--- src/rtl/wpnc_pkg.sv ---
// ----------------------------------------------------------------------------
// wpnc_pkg
// Types, byte codes and character classes shared by the path name checker.
// ----------------------------------------------------------------------------
package wpnc_pkg;

    localparam logic OP_BYTE = 1'b0;
    localparam logic OP_END  = 1'b1;

    localparam logic [7:0] CH_SPACE  = 8'h20;
    localparam logic [7:0] CH_QUOTE  = 8'h22;
    localparam logic [7:0] CH_STAR   = 8'h2A;
    localparam logic [7:0] CH_DOT    = 8'h2E;
    localparam logic [7:0] CH_SLASH  = 8'h2F;
    localparam logic [7:0] CH_ONE    = 8'h31;
    localparam logic [7:0] CH_NINE   = 8'h39;
    localparam logic [7:0] CH_COLON  = 8'h3A;
    localparam logic [7:0] CH_LT     = 8'h3C;
    localparam logic [7:0] CH_GT     = 8'h3E;
    localparam logic [7:0] CH_QUEST  = 8'h3F;
    localparam logic [7:0] CH_UP_A   = 8'h41;
    localparam logic [7:0] CH_UP_Z   = 8'h5A;
    localparam logic [7:0] CH_BSLASH = 8'h5C;
    localparam logic [7:0] CH_LO_A   = 8'h61;
    localparam logic [7:0] CH_LO_Z   = 8'h7A;
    localparam logic [7:0] CH_BAR    = 8'h7C;
    localparam logic [7:0] CH_DEL    = 8'h7F;
    localparam logic [7:0] CASE_GAP  = 8'h20;

    localparam int NAME_COUNT = 6;
    localparam logic [23:0] DEVICE_NAMES [NAME_COUNT] =
        '{"CON", "NUL", "AUX", "PRN", "COM", "LPT"};
    localparam logic [NAME_COUNT-1:0] NEEDS_DIGIT = 6'b110000;

    localparam logic [1:0] PH_NONE  = 2'd0;
    localparam logic [1:0] PH_NAMED = 2'd1;
    localparam logic [1:0] PH_DIGIT = 2'd2;

    localparam logic [2:0] LEN_MAX   = 3'd5;
    localparam logic [2:0] HEAD_LEN  = 3'd3;
    localparam logic [2:0] LEAD_LEN  = 3'd4;
    localparam logic [1:0] NPOS_MAX  = 2'd2;

    typedef struct packed {
        logic       op;
        logic [7:0] pbyte;
    } t_item;

    typedef struct packed {
        logic load;
        logic illegal;
    } t_result;

    typedef struct packed {
        logic [2:0] elen;
        logic [1:0] phase;
        logic [7:0] prev;
        logic       illegal;
        logic [1:0] npos;
    } t_walk;

    localparam t_walk WALK_RESET = '{elen: 3'd0, phase: PH_NONE, prev: 8'd0,
                                     illegal: 1'b0, npos: 2'd0};

    function automatic logic is_delim(input logic [7:0] c);
        return (c == CH_SLASH) || (c == CH_BSLASH);
    endfunction

    function automatic logic is_alpha(input logic [7:0] c);
        return ((c >= CH_UP_A) && (c <= CH_UP_Z)) || ((c >= CH_LO_A) && (c <= CH_LO_Z));
    endfunction

    function automatic logic is_digit19(input logic [7:0] c);
        return (c >= CH_ONE) && (c <= CH_NINE);
    endfunction

    function automatic logic [7:0] to_upper(input logic [7:0] c);
        return ((c >= CH_LO_A) && (c <= CH_LO_Z)) ? (c - CASE_GAP) : c;
    endfunction

    function automatic logic byte_allowed(input logic [7:0] c);
        return !((c < CH_SPACE) || (c == CH_DEL) || (c == CH_QUOTE) || (c == CH_STAR) ||
                 (c == CH_SLASH) || (c == CH_COLON) || (c == CH_LT) || (c == CH_GT) ||
                 (c == CH_QUEST) || (c == CH_BSLASH) || (c == CH_BAR));
    endfunction

    function automatic logic [1:0] device_phase_of(input logic [7:0] a,
                                                   input logic [7:0] b,
                                                   input logic [7:0] c);
        logic [23:0] key;
        logic [1:0]  ph;
        key = {to_upper(a), to_upper(b), to_upper(c)};
        ph  = PH_NONE;
        for (int k = 0; k < NAME_COUNT; k++) begin
            if (key == DEVICE_NAMES[k]) begin
                ph = NEEDS_DIGIT[k] ? PH_DIGIT : PH_NAMED;
            end
        end
        return ph;
    endfunction

endpackage

--- src/rtl/wpnc_in_reg.sv ---
// ----------------------------------------------------------------------------
// wpnc_in_reg
// Input register that holds one item until the checker core takes it.
// ----------------------------------------------------------------------------
module wpnc_in_reg
    import wpnc_pkg::*;
(
    input  logic       i_clk,
    input  logic       i_rst_n,
    input  logic       i_valid,
    input  logic       i_operation,
    input  logic [7:0] i_path_byte,
    input  logic       i_take,
    output logic       o_stall,
    output logic       o_item_valid,
    output t_item      o_item
);

    logic  r_valid;
    logic  n_valid;
    t_item r_item;
    logic  accept;

    assign o_stall      = r_valid && !i_take;
    assign accept       = i_valid && !o_stall;
    assign o_item_valid = r_valid;
    assign o_item       = r_item;

    always_comb begin
        n_valid = r_valid;
        if (accept) begin
            n_valid = 1'b1;
        end else if (i_take) begin
            n_valid = 1'b0;
        end
    end

    always_ff @(posedge i_clk) begin
        if (!i_rst_n) begin
            r_valid <= 1'b0;
        end else begin
            r_valid <= n_valid;
        end
    end

    always_ff @(posedge i_clk) begin
        if (accept) begin
            r_item <= '{op: i_operation, pbyte: i_path_byte};
        end
    end

endmodule

--- src/rtl/wpnc_core.sv ---
// ----------------------------------------------------------------------------
// wpnc_core
// Per-byte path walk: prefix detection, element checks and the verdict.
// ----------------------------------------------------------------------------
module wpnc_core
    import wpnc_pkg::*;
(
    input  logic    i_clk,
    input  logic    i_rst_n,
    input  logic    i_item_valid,
    input  t_item   i_item,
    input  logic    i_out_free,
    output logic    o_take,
    output t_result o_result
);

    t_walk      r_walk;
    t_walk      n_walk;
    logic [2:0] r_seen;
    logic [2:0] n_seen;
    logic [7:0] r_head [3];
    logic [7:0] n_head [3];
    logic [2:0] r_lead;
    logic [2:0] n_lead;

    always_comb begin
        logic [7:0] c;
        t_walk      fw;
        logic       special;
        logic       fin_bad;
        logic [2:0] new_len;
        logic [1:0] npos_inc;

        c  = i_item.pbyte;
        fw = r_walk;
        n_head = r_head;
        n_lead = r_lead;
        n_seen = r_seen;
        n_walk = r_walk;

        special = (r_walk.elen == 3'd0) ||
                  ((r_walk.elen == 3'd1) && (r_head[0] == CH_DOT)) ||
                  ((r_walk.elen == 3'd2) && (r_head[0] == CH_DOT) && (r_head[1] == CH_DOT));
        fin_bad = !special && ((r_walk.phase == PH_NAMED) ||
                               (r_walk.prev == CH_SPACE) || (r_walk.prev == CH_DOT));
        new_len  = (r_walk.elen < LEN_MAX) ? (r_walk.elen + 3'd1) : LEN_MAX;
        npos_inc = (r_walk.npos < NPOS_MAX) ? (r_walk.npos + 2'd1) : r_walk.npos;

        if (is_delim(c)) begin
            fw.illegal = r_walk.illegal | fin_bad;
            fw.elen    = 3'd0;
            fw.phase   = PH_NONE;
            fw.npos    = npos_inc;
        end else if ((r_walk.npos == 2'd1) && (r_walk.elen == 3'd1) && (c == CH_COLON) &&
                     is_alpha(r_head[0])) begin
            fw.elen  = 3'd0;
            fw.phase = PH_NONE;
            fw.npos  = NPOS_MAX;
        end else begin
            fw.npos = npos_inc;
            if (!byte_allowed(c)) begin
                fw.illegal = 1'b1;
            end
            if (r_walk.elen < HEAD_LEN) begin
                n_head[r_walk.elen[1:0]] = c;
            end
            fw.elen = new_len;
            if (new_len == 3'd3) begin
                fw.phase = device_phase_of(r_head[0], r_head[1], c);
            end else if ((new_len == 3'd4) && (r_walk.phase == PH_DIGIT)) begin
                fw.phase = is_digit19(c) ? PH_NAMED : PH_NONE;
            end else if ((new_len >= 3'd4) && (r_walk.phase == PH_NAMED)) begin
                if (c == CH_DOT) begin
                    fw.illegal = 1'b1;
                    fw.phase   = PH_NONE;
                end else if (c != CH_SPACE) begin
                    fw.phase = PH_NONE;
                end
            end
            fw.prev = c;
        end

        o_take   = i_item_valid && ((i_item.op == OP_BYTE) || i_out_free);
        o_result = '{load: 1'b0, illegal: r_walk.illegal | fin_bad};

        if (o_take) begin
            case (i_item.op)
                OP_BYTE: begin
                    n_walk = fw;
                    if (r_seen < LEAD_LEN) begin
                        n_seen = r_seen + 3'd1;
                        case (r_seen[1:0])
                            2'd0: n_lead[0] = is_delim(c);
                            2'd1: n_lead[1] = is_delim(c);
                            2'd2: n_lead[2] = (c == CH_QUEST);
                            default: begin
                                if (r_lead[0] && r_lead[1] && is_delim(c)) begin
                                    n_walk         = WALK_RESET;
                                    n_walk.illegal = !r_lead[2];
                                end
                            end
                        endcase
                    end
                end
                OP_END: begin
                    o_result.load = 1'b1;
                    n_walk        = WALK_RESET;
                    n_seen        = 3'd0;
                end
                default: begin
                    n_walk = r_walk;
                end
            endcase
        end
    end

    always_ff @(posedge i_clk) begin
        if (!i_rst_n) begin
            r_walk <= WALK_RESET;
            r_seen <= 3'd0;
        end else begin
            r_walk <= n_walk;
            r_seen <= n_seen;
        end
    end

    always_ff @(posedge i_clk) begin
        r_head <= n_head;
        r_lead <= n_lead;
    end

endmodule

--- src/rtl/wpnc_out_reg.sv ---
// ----------------------------------------------------------------------------
// wpnc_out_reg
// Result register that holds one verdict until the receiver takes it.
// ----------------------------------------------------------------------------
module wpnc_out_reg
    import wpnc_pkg::*;
(
    input  logic    i_clk,
    input  logic    i_rst_n,
    input  t_result i_result,
    input  logic    i_stall,
    output logic    o_valid,
    output logic    o_path_illegal,
    output logic    o_free
);

    logic r_valid;
    logic n_valid;
    logic r_illegal;

    assign o_free         = !r_valid || !i_stall;
    assign o_valid        = r_valid;
    assign o_path_illegal = r_illegal;

    always_comb begin
        n_valid = r_valid;
        if (i_result.load) begin
            n_valid = 1'b1;
        end else if (o_free) begin
            n_valid = 1'b0;
        end
    end

    always_ff @(posedge i_clk) begin
        if (!i_rst_n) begin
            r_valid <= 1'b0;
        end else begin
            r_valid <= n_valid;
        end
    end

    always_ff @(posedge i_clk) begin
        if (i_result.load) begin
            r_illegal <= i_result.illegal;
        end
    end

endmodule

--- src/rtl/windows_path_name_checker_unit.sv ---
// ----------------------------------------------------------------------------
// windows_path_name_checker_unit
// Streaming legality check of a path name, one byte per transfer.
// ----------------------------------------------------------------------------
// A path arrives as byte transfers followed by one end-of-path transfer, and
// the block accepts one transfer in every clock cycle while it is not stalled.
// Each transfer is held in the input register, and the per-byte walk state is
// updated from it when the core takes it. The verdict for a path is loaded into
// the result register when the core takes its end-of-path transfer from the
// input register, and it is offered from then on until the receiver takes it.
// The input side stalls only when an end-of-path transfer finds the result
// register full and stalled.
// After the verdict the block is ready for the next path with no gap.
module windows_path_name_checker_unit
    import wpnc_pkg::*;
(
    input  logic       i_clk,
    input  logic       i_rst_n,
    input  logic       i_in_valid,
    output logic       o_in_stall,
    input  logic       i_operation,
    input  logic [7:0] i_path_byte,
    output logic       o_out_valid,
    input  logic       i_out_stall,
    output logic       o_path_illegal
);

    logic    item_valid;
    t_item   item;
    logic    take;
    logic    out_free;
    t_result result;

    wpnc_in_reg u_in_reg (
        .i_clk        (i_clk),
        .i_rst_n      (i_rst_n),
        .i_valid      (i_in_valid),
        .i_operation  (i_operation),
        .i_path_byte  (i_path_byte),
        .i_take       (take),
        .o_stall      (o_in_stall),
        .o_item_valid (item_valid),
        .o_item       (item)
    );

    wpnc_core u_core (
        .i_clk        (i_clk),
        .i_rst_n      (i_rst_n),
        .i_item_valid (item_valid),
        .i_item       (item),
        .i_out_free   (out_free),
        .o_take       (take),
        .o_result     (result)
    );

    wpnc_out_reg u_out_reg (
        .i_clk          (i_clk),
        .i_rst_n        (i_rst_n),
        .i_result       (result),
        .i_stall        (i_out_stall),
        .o_valid        (o_out_valid),
        .o_path_illegal (o_path_illegal),
        .o_free         (out_free)
    );

endmodule

--- config.mk ---
export PLATFORM = sky130hd
export DESIGN_NAME = windows_path_name_checker_unit
export DESIGN_NICKNAME = d
export VERILOG_FILES = /design/src/rtl/wpnc_pkg.sv /design/src/rtl/wpnc_in_reg.sv /design/src/rtl/wpnc_core.sv /design/src/rtl/wpnc_out_reg.sv /design/src/rtl/windows_path_name_checker_unit.sv
export SDC_FILE = /design/constraint.sdc
export NUM_CORES = 1
export LEC_CHECK = 0
export ABC_AREA = 0
export ABC_CLOCK_PERIOD_IN_PS = 2450
export BUFFER_PORTS_ARGS = -buffer_cell sky130_fd_sc_hd__buf_2
export CORE_MARGIN = 4
export CORE_UTILIZATION = 56
export CTS_CLUSTER_SIZE = 20
export DETAILED_ROUTE_END_ITERATION = 8
export GPL_ROUTABILITY_DRIVEN = 0
export GPL_TIMING_DRIVEN = 1
export PLACE_DENSITY = 0.85
export RECOVER_POWER = 25
export SETUP_SLACK_MARGIN = 0.2
export SYNTH_ARGS = -nofsm -noshare
export SYNTH_HDL_FRONTEND = slang
export SYNTH_SLANG_ARGS = --single-unit
--- constraint.sdc ---
create_clock -name i_clk -period 2.45 [get_ports i_clk]
set_input_delay 0.735 -clock i_clk [delete_from_list [all_inputs] [get_ports i_clk]]
set_output_delay 0.735 -clock i_clk [all_outputs]
set_load 0.01 [all_outputs]
======== After elaboration in Yosys (flattened, before gate mapping) ========
Index checks and enable logic that the tools add are counted.
word-level totals
  output and inout bits ................... 3
  flip-flop bits (word level) ............. 58
  logic and storage cells ................. 175
  bits of input ports ..................... 13
cells by class
  reductions and logical operators ........ 54
  magnitude comparators ................... 18
  add/sub/neg operators ................... 6
  multiplexer cells ....................... 43
  equality and inequality tests ........... 32
  bitwise operators ....................... 5
operators with widths
  cell                                                            count
  == test 24 x 23 -> 1 bit, second input constant                 6
  == test 8 x 6 -> 1 bit, second input constant                   12
  2-to-1 mux 16 bit                                               3
  2-to-1 mux 8 bit                                                5
  >= comparator 8 x 7 -> 1 bit, second input constant             4
  less-or-equal comparator 8 x 7 -> 1 bit, second input constant  4
  case mux 16 bit (2 select lines)                                1
  bitwise mux 24 bit                                              1
  == test 8 x 7 -> 1 bit, second input constant                   3
  subtractor 8 x 6 -> 8 bit, second input constant                3
  logical AND 1 bit                                               20
  logical OR 1 bit                                                18
  2-to-1 mux 2 bit                                                9
  demux 8 bit (select 2 bit)                                      1
  2-to-1 mux 1 bit                                                16
  AND reduction 4 bit                                             3
  2-to-1 mux 5 bit                                                2
  2-to-1 mux 3 bit                                                3
  2-to-1 mux 9 bit                                                1
  >= comparator 8 x 6 -> 1 bit, second input constant             1
  less-or-equal comparator 8 x 6 -> 1 bit, second input constant  1
  less-than comparator 8 x 6 -> 1 bit, second input constant      1
  inequality test 8 x 6 -> 1 bit, second input constant           1
  adder 3 x 1 -> 3 bit, second input constant                     2
  23 further kinds                                                37

======== Longest topological paths before layout ========
Gate-level depths: netlist of the first run.
  depth after elaboration ................. 22
  gate-level depth with buffers ........... 8

======== Cells and area by module ========
Synthesis of the first run repeated with hierarchy kept, for this count alone.
unflattened totals
  cell total of the unflattened synthesis .. 273
  area total of the unflattened synthesis .. 2,832.7 um^2
by module, submodules not included
  module        area each (um^2)  instances  cells each
  wpnc_core     2,449.8           1          255
  wpnc_in_reg   317.8             1          13
  wpnc_out_reg  65.1              1          5

======== Worst setup path after synthesis of the first run ========
Ideal clock, no wire load.
  path kind ............................... register to register
  start ................................... register u_in_reg.r_item, in the netlist u_in_reg.o_item[7]
  end ..................................... register u_core.r_head[10] (netlist bit), enable pin
  clock period less this slack ............ 2,162 ps
  setup slack ............................. 288 ps
  stages on the path, launching flop included .. 6
  data arrival time ....................... 1,885 ps
  path buffers ............................ 0
  path through ............................ edfxtp_1 > nand4bb_1 > or4_1 > a211o_1 > and2_1 > and3_1
on the way
  longest elaborated chain between the ends .. 5
  elaborated cells between the ends (all ways) .. 9
  those cells by class .................... 3 x eq/ne; 2 x bitwise; 4 x reduce/logical
RTL lines
  item                                    RTL line           RTL
  start, declared                         wpnc_in_reg.sv:21  t_item r_item;
  start signal, assigned                  wpnc_in_reg.sv:48  r_item <= '{op: i_operation, pbyte: i_path_byte};
  == test 8 x 6 -> 1 bit                  wpnc_core.sv:54    end else if ((r_walk.npos == 2'd1) && (r_walk.elen == 3'd1) && (c == CH_COLON) &&
  logical AND 1 bit (2 in series)         wpnc_core.sv:54
  inverter 1 bit (no source line)         -
  AND reduction 3 bit (no source line) *  -
  end signal, assigned                    wpnc_core.sv:128   r_head <= n_head;
  end, declared                           wpnc_core.sv:21    logic [7:0] r_head [3];
Mark *: on every way between the ends. The rest lies on a longest branch, timed or not.
A chain may end at the register's enable or synchronous reset.

======== Worst setup path in the final report of the first run ========
  start ................................... register u_in_reg.r_item, in the netlist u_in_reg.o_item[0]
  end ..................................... register u_core.r_walk[11] (netlist bit)
on the way
  longest elaborated chain between the ends .. 17
  elaborated cells between the ends (all ways) .. 41
  those cells by class .................... 1 x add/sub; 4 x order compare; 11 x eq/ne; 19 x mux; 6 x reduce/logical
RTL lines
  item                                                                                     RTL line          RTL
  >= comparator 8 x 7 -> 1 bit or less-or-equal comparator 8 x 7 -> 1 bit (tied branches)  wpnc_pkg.sv:78    return ((c >= CH_LO_A) && (c <= CH_LO_Z)) ? (c - CASE_GAP) : c;
  logical AND 1 bit                                                                        wpnc_pkg.sv:78
  2-to-1 mux 8 bit                                                                         wpnc_pkg.sv:78
  == test 24 x 23 -> 1 bit                                                                 wpnc_pkg.sv:95    if (key == DEVICE_NAMES[k]) begin
  2-to-1 mux 1 bit (4 in series)                                                           wpnc_pkg.sv:95
  2-to-1 mux 2 bit (2 in series)                                                           wpnc_pkg.sv:95
  2-to-1 mux 2 bit                                                                         wpnc_core.sv:68   if (new_len == 3'd3) begin
  2-to-1 mux 5 bit                                                                         wpnc_core.sv:54
  2-to-1 mux 5 bit                                                                         wpnc_core.sv:49   if (is_delim(c)) begin
  2-to-1 mux 16 bit                                                                        wpnc_core.sv:97   if (r_lead[0] && r_lead[1] && is_delim(c)) begin
  2-to-1 mux 16 bit                                                                        wpnc_core.sv:92   case (r_seen[1:0])
  2-to-1 mux 16 bit *                                                                      wpnc_core.sv:90   if (r_seen < LEAD_LEN) begin
  case mux 16 bit (2 select lines) *                                                       wpnc_core.sv:87   case (i_item.op)
  end signal, assigned                                                                     wpnc_core.sv:122  r_walk <= n_walk;
  end, declared                                                                            wpnc_core.sv:17   t_walk r_walk;
Marked as above.

==> metrics.yaml, run 1 <==
die_y_um: 78.3
cts_buffer_depth: 2
dieArea_um2: 6130
htree_levels: 2
worst-slew-pin-transition_ps: 629
syn_avg_cell_area_um2: 9.81
firstDrtPassIters: 5
final_common_cell: "edfxtp_1"
ys_seq_elements: 50
cellLeakagePower_nw: 1.16
fin_area_um2: 3120
end_kind: "register"
dp_hpwl_mm: 4.82
cts_num_sinks: 50
grt.overflow.total: 0
ys_seq_area_share_pct: 46.7
nets: 341
finalCriticalPeriod_ps: 2210
hold_viol: 0
placed_cell_area_um2: 3000
peakVddDrop_uv: 480
cp-start-kind: "register"
antennaDiodeCount: 0
setup_tns_ps: 0
cp.required_ps: 2680
start_util_pct: 58.2
layout.cells.non_filler: 380
wl_per_cell_um: 17.5
rows: 25
numCtsBuffers: 5
synthDistinctLibCells: 55
ios: 16
final.setup_skew_ps: 5.39
route.vias.total: 2429
dpl.cell_count: 371
core_um2: 4750
pwr-share-clk_pct: 30.1
drt-total-wl_mm: 6.64
yosysWarnings: 0
grt_pass1_vias: 2242
io_buffers: 15
power_switching_w: 0.000426
hold_buffers: 0
final.period_utilization_pct: 90.4
p_int_w: 0.00120
synth_area_um2: 2770
max_slew_margin_pct: 57.5
dieWidth_um: 78.3
rsz0062_at_grt: "yes"
antenna_found_initial: 0
clock_latency_ps: 310
drv_slew: 0
drcViolationCount: 0
final_cell_mix: "edfxtp_1, nor2_1, inv_1"
hold_class: "reg2reg"
p_per_area_nw_per_um2: 521
cap_violations: 0
arrival_ps: 2440
path_max_fanout: 7
async_flop_share_pct: 0
grt_pass1_wl_mm: 10.9
cts.clk_slew.worst_paths_ps: 90
grt_use_total_pct: 22.6
synthesis.nets: 311
status: "complete, no violations"
critPathKind: "reg2reg"
post-route-util_pct: 65.7
sw_frac_of_total_pct: 26.2
p_comb_share_pct: 10.9
synth-edff-count: 29
cts_tree: "built"
drive_gt1_share_pct: 15.0
via_per_inst: 6.39
synth_cells: 282
drt_iter0_markers: 222
setup_violations: 0
postRouteAntennaNets: 0
fmax_mhz: 452
ys.flop_type: "edfxtp_1"
root_buffer: "clkbuf_8"
syn_to_final_growth_pct: 12.9
seq_power_share_pct: 59.0
r2r_setup_slack_ps: 240
grt_max_degree: 18
==> synthesized netlist by cell type (all sizes together) (4+ instances only) <==
| master | instances | area, um2 |
|---|---|---|
| a21oi | 10 | 50.1 |
| and2 | 5 | 31.3 |
| and3b | 4 | 35.0 |
| clkbuf | 4 | 15.0 |
| nor2b | 6 | 37.5 |
| nand2 | 20 | 77.6 |
| nor2 | 27 | 101 |
| o22ai | 5 | 31.3 |
| ha | 16 | 200 |
| a211oi | 4 | 35.0 |
| dfxtp | 21 | 420 |
| nand3 | 6 | 30.0 |
| nor3 | 7 | 35.0 |
| edfxtp | 29 | 871 |
| buf | 5 | 27.5 |
| and3 | 4 | 25.0 |
| inv | 22 | 82.6 |
| nand4 | 6 | 37.5 |
| o21ai | 12 | 60.1 |
| or4b | 4 | 40.0 |
| a31oi | 10 | 62.6 |
| nand4b | 6 | 52.6 |
==> worst paths after layout <==
check                          start                end  cells past startpoint
setup / recovery  u_in_reg.o_item[0]  u_core.r_walk[11]                      5
hold / removal     u_core.r_walk[10]  u_core.r_walk[10]                      2
setup reg to reg  u_in_reg.o_item[0]  u_core.r_walk[11]                      5
hold reg to reg    u_core.r_walk[10]  u_core.r_walk[10]                      2
==> state kept, by name, summed over array words and instances (netlist names) <==
name,count
u_out_reg.o_valid,1
u_in_reg.o_item_valid,1
u_out_reg.o_path_illegal,1
u_core.r_lead,3
u_core.r_walk,16
u_in_reg.o_item,9
u_core.r_seen,3
u_core.r_head,16
==> per-stage QoR <==
stage	power, W	setup slack, ps	hold slack, ps
3_5_place_dp	0.00115	189	469
2_1_floorplan	0.00108	288	443
3_3_place_gp	0.00114	266	467
5_1_grt	0.00171	176	511
4_1_cts	0.00163	249	481
6_report	0.00163	235	480
==> kinds of logic (layout without fill, tap and decap cells) <==
kind of cell,after synthesis,count (layout),share of synthesized area [%]
DFF,50,50,46.7
adders and majority gates,16,16,7.23
AOI/OAI and AO/OA,65,65,16.3
and+or+nand+nor,119,119,25.2
buffers and inverters,32,63,4.66
==> per-layer routing <==
layer	global-route usage, %	wire (um)
met5	0	0
met4	7.17	139
met3	5.39	585
met2	36.7	3160
met1	29.9	2750
==> timing repair <==
action | in CTS | in global routing
cloned | 0 | 0
gates resized for setup | 0 | 9
setup buffers | 1 | 0
setup endpoints to repair | 17 | 20
==> power groups by stage <==
stage               Combinational (W)  Sequential, W  Clock [W]
finish                       0.000178       0.000961   0.000490
floorplan                    0.000102       0.000973          0
global placement             0.000160       0.000978          0
CTS                          0.000172       0.000959   0.000500
global route                 0.000193       0.000966   0.000548
detailed placement           0.000167       0.000980          0
==> critical path, cell delays in order (launching register included) <==
cell       delay, ps
edfxtp_1         480
buf_4            220
or4_1            550
a2111oi_0        530
a2111oi_1        130
a211oi_1         220
==> final cells by class <==
type / count / area, um2
clock inverter: 3 / 25.0
timing repair buffer: 32 / 195
tap: 67 / 83.8
multi-input combinational: 200 / 1370
clock buffer: 5 / 68.8
sequential: 50 / 1290
inverter: 23 / 86.3
fill: 399 / 1630
No activity file was read; power rests on OpenSTA's default activity.
==> inputs of run 2 (changes only) <==
- PLACE_DENSITY: 0.85 -> unset
- PLACE_DENSITY_LB_ADDON: unset -> 0.3
==> run 2 against run 1 <==
Against the previous run:
- routed wire length grew 0.69%
- hold slack worse by 5.4 ps
- register-to-register slack worse by 140 ps
- global-route usage is 0.22 points lower
- core utilization is 0.26 points higher
- clock power increased by 0.8%
- critical path type unchanged
- critical path depth up 1
- sequential power is essentially flat
- fmax shrank 6.1%
==> metrics.yaml, run 2 (same netlist as run 1, synthesis figures left out) <==
critPathKind: "reg2reg"
p_comb_share_pct: 10.7
htree_levels: 2
setup_tns_ps: 0
end_kind: "register"
post-route-util_pct: 66.0
cp.required_ps: 2680
wl_per_cell_um: 17.6
grt_use_total_pct: 22.4
antennaDiodeCount: 0
postRouteAntennaNets: 0
fmax_mhz: 424
cap_violations: 0
fillers: 377
pwr-share-clk_pct: 30.3
syn_to_final_growth_pct: 13.3
drt_iter0_markers: 217
setup_violations: 0
final_common_cell: "edfxtp_1"
final.setup_skew_ps: 8.12
drcViolationCount: 0
whs_path_depth: 2
via_per_inst: 6.27
cts_num_sinks: 50
antenna_found_initial: 0
final.period_utilization_pct: 96.3
core_um2: 4750
cellLeakagePower_nw: 1.17
cts_tree: "built"
ios: 16
whs_ps: 475
cp-start-kind: "register"
status: "complete, no violations"
hold_buffers: 0
finalCriticalPeriod_ps: 2360
clock_latency_ps: 310
max_slew_margin_pct: 58.9
hold_end: "u_core.r_walk[8]"
drv_slew: 0
path_max_fanout: 8
drt-total-wl_mm: 6.68
worst_r2r_endpoint: "u_core.r_walk[11]"
regToRegStartpoint: "u_in_reg.o_item[6]"
power_switching_w: 0.000429
grt_pass1_vias: 2209
r2r_setup_slack_ps: 90
numCtsBuffers: 5
r2r.worst_path.cells: 6
grt.overflow.total: 0
final_cell_mix: "edfxtp_1, nor2_1, inv_1"
io_buffers: 15
root_buffer: "clkbuf_8"
start_util_pct: 58.2
arrival_ps: 2580
hold_start: "u_core.r_walk[8]"
dp_hpwl_mm: 4.68
place_ws_ps: 229
drive_gt1_share_pct: 16.0
dieArea_um2: 6130
rsz0062_at_grt: "yes"
nets: 341
route.vias.total: 2384
firstDrtPassIters: 5
sw_frac_of_total_pct: 26.3
grt_pass1_wl_mm: 10.7
cts.clk_slew.worst_paths_ps: 90
peakVddDrop_uv: 424
grt_max_degree: 18
p_int_w: 0.00120
seq_power_share_pct: 59.1
hold_viol: 0
die_y_um: 78.3
rows: 25
dieWidth_um: 78.3
finalWorstSetupSlack_ps: 91.3
worst-slew-pin-transition_ps: 612
hold_class: "reg2reg"
p_per_area_nw_per_um2: 520
cts_buffer_depth: 2
run 2: per-stage QoR:
stage	cell area (um2)	power (W)	std cells
finish	3140	0.00163	380
global route	3140	0.00171	380
CTS	3090	0.00163	378
detailed placement	3000	0.00114	370
global placement	3000	0.00114	370
floorplan	2770	0.00108	282
run 2: per-layer routing:
metal	wire, um	global-route usage, %	part of all wire [%]	vias to the layer above
met4	194	7.17	2.9	0
li1	-	-	-	1127
met1	2780	30.2	42	1130
met2	3150	36.6	47	102
met3	554	4.13	8.3	25
met5	0	0	0	-
run 2: layout make-up:
type,count,area (um2),area share [%]
inverter,23,86.3,2.75
sequential,50,1290,41.2
tap,67,83.8,2.67
clock buffer,5,68.8,2.19
multi-input combinational,200,1380,44.1
clock inverter,3,25.0,0.798
timing repair buffer,32,195,6.22
run 2: how the worst max path moves through the flow:
stage                  startpoint                end  slack (ps)  depth (start not counted)
2_1_floorplan  u_in_reg.o_item[7]  u_core.r_head[10]         290                          5
5_1_grt        u_in_reg.o_item[6]  u_core.r_walk[11]           4                          6
3_5_place_dp    u_core.r_head[21]  u_core.r_head[10]         230                          7
4_1_cts         u_core.r_head[21]  u_core.r_head[13]         200                          7
3_3_place_gp    u_core.r_walk[13]  u_core.r_walk[11]         230                          7
6_report       u_in_reg.o_item[6]  u_core.r_walk[11]          90                          6
run 2: timing repair:
item                       in CTS  in global routing
setup endpoints to repair       0                 26
setup buffers                   0                  2
gates resized for setup         0                 10
run 2: power by group through the flow:
stage	combinational [W]	sequential [W]	clock, W
finish	0.000174	0.000964	0.000494
floorplan	0.000102	0.000973	0
global route	0.000191	0.000969	0.000552
CTS	0.000163	0.000962	0.000503
global placement	0.000158	0.000980	0
detailed placement	0.000162	0.000981	0
run 2: critical path: stages (launching register included):
cell and delay (ps):
edfxtp_1 360, clkbuf_1 390, inv_1 200, ha_1 340, o41ai_1 610, a32oi_1 180
a211oi_1 190
